<file path="src/rtl/core/tcw_pkg.sv">
`default_nettype none

package tcw_pkg;

   localparam logic [7:0] SPACE_CHAR = 8'h20;
   localparam logic [7:0] CR_CHAR    = 8'h0D;
   localparam logic [7:0] LF_CHAR    = 8'h0A;
   localparam logic [7:0] RESET_ATTR = 8'h07;

   localparam int CSR_INDEX_W = 1;
   localparam int CSR_DATA_W  = 8;
   localparam logic [CSR_INDEX_W-1:0] CSR_DEFAULT_ATTR = 1'b0;
   localparam logic [CSR_INDEX_W-1:0] CSR_SCROLL_ATTR  = 1'b1;

   typedef enum logic [1:0] {
      CMD_PUT   = 2'd0,
      CMD_SET   = 2'd1,
      CMD_CLEAR = 2'd2,
      CMD_READ  = 2'd3
   } cmd_type;

   typedef struct packed {
      cmd_type    cmd;
      logic [7:0] ch;
      logic [7:0] attr;
      logic [4:0] row;
      logic [6:0] col;
   } req_item_type;

   typedef struct packed {
      logic [4:0]  cursor_row;
      logic [6:0]  cursor_col;
      logic [10:0] cursor_pos;
      logic [7:0]  read_char;
      logic [7:0]  read_attr;
      logic        scrolled;
   } rsp_item_type;

   // where a sweep of the cell store starts
   typedef enum logic [1:0] {
      IDX_ZERO     = 2'd0,
      IDX_ROW1     = 2'd1,
      IDX_LAST_ROW = 2'd2
   } idx_sel_type;

   // attribute written by a fill sweep
   typedef enum logic [1:0] {
      FILL_RESET   = 2'd0,
      FILL_DEFAULT = 2'd1,
      FILL_SCROLL  = 2'd2
   } fill_sel_type;

   typedef struct packed {
      logic         load_item;
      logic         calc_addr;
      logic         exec;
      logic         idx_load;
      idx_sel_type  idx_sel;
      logic         copy_step;
      logic         fill_step;
      fill_sel_type fill_sel;
      logic         load_rsp;
   } ctl_type;

   typedef struct packed {
      cmd_type cmd;
      logic    need_scroll;
      logic    idx_last;
      logic    rsp_free;
   } status_type;

endpackage

`default_nettype wire

</file>
<file path="src/rtl/core/tcw_ctrl.sv">
`default_nettype none

module tcw_ctrl
   import tcw_pkg::*;
(
   input  wire        clock,
   input  wire        reset,
   input  wire        req_valid,
   output logic       req_stall,
   input  status_type status,
   output ctl_type    ctl
);

   typedef enum logic [8:0] {
      ST_INIT  = 9'b000000001,
      ST_IDLE  = 9'b000000010,
      ST_ADDR  = 9'b000000100,
      ST_EXEC  = 9'b000001000,
      ST_COPY  = 9'b000010000,
      ST_DRAIN = 9'b000100000,
      ST_FILL  = 9'b001000000,
      ST_CLEAR = 9'b010000000,
      ST_DONE  = 9'b100000000
   } state_type;

   state_type state_ff;
   state_type state_in;

   always_comb begin
      state_in      = state_ff;
      req_stall     = 1'b1;
      ctl.load_item = 1'b0;
      ctl.calc_addr = 1'b0;
      ctl.exec      = 1'b0;
      ctl.idx_load  = 1'b0;
      ctl.idx_sel   = IDX_ZERO;
      ctl.copy_step = 1'b0;
      ctl.fill_step = 1'b0;
      ctl.fill_sel  = FILL_RESET;
      ctl.load_rsp  = 1'b0;
      case (state_ff)
         ST_INIT: begin
            ctl.fill_step = 1'b1;
            ctl.fill_sel  = FILL_RESET;
            if (status.idx_last) begin
               state_in = ST_IDLE;
            end
         end
         ST_IDLE: begin
            req_stall = 1'b0;
            if (req_valid) begin
               ctl.load_item = 1'b1;
               state_in      = ST_ADDR;
            end
         end
         ST_ADDR: begin
            ctl.calc_addr = 1'b1;
            state_in      = ST_EXEC;
         end
         ST_EXEC: begin
            ctl.exec = 1'b1;
            case (status.cmd)
               CMD_PUT: begin
                  if (status.need_scroll) begin
                     ctl.idx_load = 1'b1;
                     ctl.idx_sel  = IDX_ROW1;
                     state_in     = ST_COPY;
                  end else begin
                     state_in = ST_DONE;
                  end
               end
               CMD_CLEAR: begin
                  ctl.idx_load = 1'b1;
                  ctl.idx_sel  = IDX_ZERO;
                  state_in     = ST_CLEAR;
               end
               default: begin
                  state_in = ST_DONE;
               end
            endcase
         end
         ST_COPY: begin
            ctl.copy_step = 1'b1;
            if (status.idx_last) begin
               state_in = ST_DRAIN;
            end
         end
         ST_DRAIN: begin
            // last copy write lands here
            ctl.idx_load = 1'b1;
            ctl.idx_sel  = IDX_LAST_ROW;
            state_in     = ST_FILL;
         end
         ST_FILL: begin
            ctl.fill_step = 1'b1;
            ctl.fill_sel  = FILL_SCROLL;
            if (status.idx_last) begin
               state_in = ST_DONE;
            end
         end
         ST_CLEAR: begin
            ctl.fill_step = 1'b1;
            ctl.fill_sel  = FILL_DEFAULT;
            if (status.idx_last) begin
               state_in = ST_DONE;
            end
         end
         ST_DONE: begin
            if (status.rsp_free) begin
               ctl.load_rsp = 1'b1;
               state_in     = ST_IDLE;
            end
         end
         default: begin
            state_in = ST_INIT;
         end
      endcase
   end

   always_ff @(posedge clock) begin
      if (reset) begin
         state_ff <= ST_INIT;
      end else begin
         state_ff <= state_in;
      end
   end

endmodule

`default_nettype wire

</file>
<file path="config.mk">
export PLATFORM = sky130hd
export DESIGN_NAME = tcw_ctrl
export DESIGN_NICKNAME = d
export VERILOG_FILES = /design/src/rtl/core/tcw_pkg.sv /design/src/rtl/core/tcw_ctrl.sv
export SDC_FILE = /design/constraint.sdc
export NUM_CORES = 1
export LEC_CHECK = 0
export ABC_AREA = 0
export BUFFER_PORTS_ARGS = -buffer_cell sky130_fd_sc_hd__buf_2
export CAP_MARGIN = 20
export CELL_PAD_IN_SITES_DETAIL_PLACEMENT = 2
export CELL_PAD_IN_SITES_GLOBAL_PLACEMENT = 2
export CORE_MARGIN = 3
export CORE_UTILIZATION = 30
export DETAILED_ROUTE_END_ITERATION = 8
export PLACE_DENSITY_LB_ADDON = 0.1
export SYNTH_ARGS = -nofsm -noshare
export SYNTH_HDL_FRONTEND = slang
export SYNTH_SLANG_ARGS = --single-unit
</file>
<file path="constraint.sdc">
create_clock -name clock -period 2.3 [get_ports clock]
set_input_delay 0.115 -clock clock [delete_from_list [all_inputs] [get_ports clock]]
set_output_delay 0.115 -clock clock [all_outputs]
set_load 0.02 [all_outputs]
</file>
-- Yosys cells after proc, flatten, opt, wreduce, memory -nomap -nowiden
Cells that the tools add are included.
- flip-flop bits (word level): 9
- latch bits: 0
- memory bits (writable): 0
- ROM bits: 0
- input bits: 8
- output and inout bits: 12
- logic and storage cells: 39
- memories kept: 0
- add/sub/neg operators: 0
- multiply operators: 0
- div/mod/pow operators: 0
- magnitude comparators: 0
- eq/ne operators: 15
- shift-type cells: 0
- multiplexer cells: 20
- bitwise logic cells: 0
- reductions and logical operators: 3
- operator list (cell ; number):
    9-bit one-hot mux with 8 select lines ; 1
    9-bit 2-to-1 mux ; 6
    9-bit one-hot mux with 2 select lines ; 1
    3-bit one-hot mux with 2 select lines ; 2
    9-bit by 1-bit == test with 1-bit output (second input constant) ; 1
    9-bit by 2-bit == test with 1-bit output (second input constant) ; 1
    9-bit by 3-bit == test with 1-bit output (second input constant) ; 1
    9-bit by 4-bit == test with 1-bit output (second input constant) ; 1
    9-bit by 5-bit == test with 1-bit output (second input constant) ; 1
    9-bit by 6-bit == test with 1-bit output (second input constant) ; 1
    9-bit by 7-bit == test with 1-bit output (second input constant) ; 1
    9-bit by 8-bit == test with 1-bit output (second input constant) ; 1
    9-bit == test (second input constant) ; 1
    3-bit one-hot mux with 3 select lines ; 1
    1-bit 2-to-1 mux ; 8
    2-bit inequality test (second input constant) ; 4
    5-bit AND reduction ; 1
    3-bit 2-to-1 mux ; 1
    2-bit == test (second input constant) ; 1
    2-bit logical NOT ; 1
    2-bit by 1-bit inequality test with 1-bit output (second input constant) ; 1
    2-bit OR reduction ; 1

-- Longest topological paths before layout
- depth after elaboration: 4
- gate-level depth with buffers: 6
- mapped depth without buffers: 5

-- Least setup slack after synthesis
Ideal clock, no wire load.
- path kind: reg-to-output
- start point: register state_ff[8]
- end point: output port ctl[7] (netlist name)
- arrival time: 1580 ps
- data required time: 2185 ps
- slack: 605 ps
- cell stages (with the launch flop): 4
- path buffers: 0
- cells stage by stage: dfxtp_1 > nor4_2 > nand4b_1 > o31ai_1
- RTL lines (item ; RTL line ; RTL):
    start: declaration ; tcw_ctrl.sv:26 ; state_type state_ff;
    start signal: assignment ; tcw_ctrl.sv:124 ; state_ff <= state_in;
    end: declaration ; tcw_ctrl.sv:11 ; output ctl_type ctl

==> results.yml <==
setup_path:
  r2r_setup_slack_ns: 0.47
  critPathMaxFanout: 7
  cpPeakStageDelay_ns: 0.44
  crit_arrival_ns: 1.93
  crit_type: "flop to output pin"
  cp.buffers_inverters: 2
  type_of_destination_of_the_critical_path: "output pin"
  library_cell_contributing_the_largest_single_delay_on_the_critical_path: "sky130_fd_sc_hd__dfxtp_1"
  cp_cell_sequence: "nor4_4, nand4b_1, nor2_1, nand3b_1, inv_1, buf_2"
  cp_top_delay_family: "simple AND/OR/NAND/NOR gates"
  start_kind: "flop"
  cp.required_ns: 2.18
floorplan:
  initial_core_util_pct: 32.7
  die_extent_in_x_microns: 53.0
  die_y_microns: 53.0
  io_pins: 20
  placement_rows: 16
  floorplan.die_area_sq_um: 2810
  placeableCoreArea_sq_um: 2020
logic_synthesis:
  yosys_warnings: 0
  synth.ff_latch_count: 9
  synth_top_family_by_area: "simple AND/OR/NAND/NOR gates"
  synth_simple_gate_area_share_pct: 37.1
  synthCells: 80
  postSynthAreaPerCell_sq_um: 8.27
  synth_xor_xnor_area_share_pct: 5.29
  synth_fp_nets: 88
  synth_area_sq_um: 662
  synth_top_area_share_pct: 27.2
  synth_compound_area_share_pct: 21.9
  sequential_cell_area_fraction_in_the_yosys_report_pct: 27.2
  post_synth_num_cell_types: 36
  synth.mux.area_fraction_pct: 0
  yosysTopAreaCell: "sky130_fd_sc_hd__dfxtp_1"
  ys_top_cells_by_area: "sky130_fd_sc_hd__dfxtp_1 27%, sky130_fd_sc_hd__nor3_1 4.5%, sky130_fd_sc_hd__nor2_1 4.0%, sky130_fd_sc_hd__o2111ai_4 4.0%, sky130_fd_sc_hd__nand4b_1 4.0%"
  synthAdderAreaFrac_pct: 0
cells_and_area:
  most_frequent_cells_in_the_layout: "19 x sky130_fd_sc_hd__buf_2, 9 x sky130_fd_sc_hd__dfxtp_1, 7 x sky130_fd_sc_hd__nor2_1"
  layout-drive-gt1-share_pct: 30.3
  post_layout_nonfiller_instances: 126
  biggestRegsByFlops: "state_ff (9)"
  n_antenna_cell: 0
  nNetsFinal: 108
  nFillCells: 242
  largest_register_ffs: 9
  final_common_cell: "sky130_fd_sc_hd__buf_2"
  syn2layout_area_growth_pct: 20.2
  top_register: "state_ff"
  utilization_pct: 39.4
timing:
  setup_tns_final_ns: 0
  number_of_slew_limit_violations_in_the_final_report: 0
  period_share_pct: 88.9
  finalHoldViolations: 0
  final_period_minus_worst_setup_slack_ns: 2.04
  setup_viol: 0
  final_hold_slack_ns: 0.134
  worst_clock_skew_ns: 0.00290
  worst_relative_slew_slack_pct: 71.2
  clock.fmax_mhz: 489
  unrepaired_setup_endpoints_after_global_routing: "false"
  max_slew.worst_pin.slew_ns: 0.432
global_routing:
  gr-usage-all-layers_pct: 15.8
  grt_pass1_wl_microns: 3280
  grt_antenna_before_repair: 0
  grt_max_degree: 10
  number_of_global_route_vias_before_repair: 665
  grt_overflow_total: 0
route:
  drt-vias-per-instance: 5.24
  initialDrtViolationCount: 4
  ant_nets: 0
  route.vias.total: 660
  drt_drc_violations_left: 0
  drt-total-wl_microns: 1920
  wl_per_cell_microns: 15.2
  drt-pass1-iter-count: 4
power:
  report.power.total_w: 0.000744
  power_density_nw_per_um2: 935
  worst_ir_drop_vdd_mv: 0.375
  static_leakage_nw: 0.367
place:
  place.detailed.instances: 122
  gpl.final_weighted_congestion: 0.712
  dp.final_hpwl_microns: 1530
  numPortBuffers: 19
clock_network:
  bufs_on_longest_clock_path: 2
  clock_pin_slew_of_the_registers_on_the_worst_case_setup_and_hold_paths_ns: 0.06
  clock_insertion_delay_worst_skew_ns: 0.25
  cts.hold.buffers_added: 0
  clock_tree_from_tritoncts: "built"
  numCtsBuffers: 3
  ctsHtreeMaxLevel: 1
  tritoncts_num_sinks: 9
  cts_resized: 0
  clockRootBuffer: "sky130_fd_sc_hd__clkbuf_4"
  postCtsSetupRepairBufs: 0
flow_run:
  max_cap_viol_count: 0
worst_hold_path:
  hp-class: "primary input to flop"
status:
  outcome: "complete, no violations"
==> path summary, 6_finish.rpt <==
kind,from,end,cells past startpoint
max,state_ff[0],ctl[5],6
min,status[4],state_ff[7],3
max reg2reg,state_ff[0],state_ff[8],5
min reg2reg,state_ff[7],state_ff[7],2
==> metrics by stage <==
step,instance area [sq um],setup WS (ns)
after CTS,787,0.103
after detailed placement,761,0.402
final,796,0.256
after global placement,761,0.386
after floorplan,662,0.605
after global routing,796,0.0865
==> synthesized netlist by cell type (all sizes together) <==
| library cell | count |
|---|---|
| a211o | 1 |
| a211oi | 1 |
| a21oi | 5 |
| a31oi | 1 |
| and3 | 1 |
| and3b | 1 |
| and4 | 1 |
| and4b | 1 |
| buf | 4 |
| dfxtp | 9 |
| inv | 7 |
| nand2 | 4 |
| nand3 | 1 |
| nand3b | 1 |
| nand4 | 2 |
| nand4b | 3 |
| nor2 | 7 |
| nor3 | 7 |
| nor3b | 3 |
| nor4 | 2 |
| o2111ai | 1 |
| o211a | 1 |
| o211ai | 1 |
| o21ai | 7 |
| o31ai | 1 |
| or2 | 1 |
| or2b | 1 |
| or4 | 1 |
| xnor2 | 2 |
| xor2 | 2 |
==> logic make-up after synthesis <==
group / after synthesis
and+or+nand+nor: 37
AOI/OAI and AO/OA: 19
buffers and inverters: 11
DFF: 9
xor gates and xnor gates: 4
==> area by class of cell <==
| class | count | area [sq um] | area share, % |
|---|---|---|---|
| Multi-Input combinational cell | 60 | 434 | 54.6 |
| Tap cell | 27 | 33.8 | 4.25 |
| Inverter | 7 | 26.3 | 3.30 |
| Sequential cell | 9 | 180 | 22.6 |
| Timing Repair Buffer | 19 | 95.1 | 11.9 |
| Clock buffer | 4 | 26.3 | 3.30 |
==> worst reg2reg max path: cells and delay by family (launching register included) <==
family          cells  cell delay (ns)
simple gates        3             0.93
flops               1             0.44
compound gates      2             0.36
==> metal layers <==
metal	vias up	wire length (microns)	GRT usage, %
li1	331	-	-
met1	315	947	21.5
met2	12	898	24.8
met3	2	55	1.97
met4	0	15	6.38
met5	-	0	0
==> report_power, final <==
group	switching, W	internal (W)	total (W)
Clock	0.0000526	0.0000667	0.000119
Sequential	0.0000660	0.000179	0.000245
Combinational	0.000206	0.000174	0.000380
Total	0.000325	0.000420	0.000744
No activity file was read; power rests on OpenSTA's default activity.
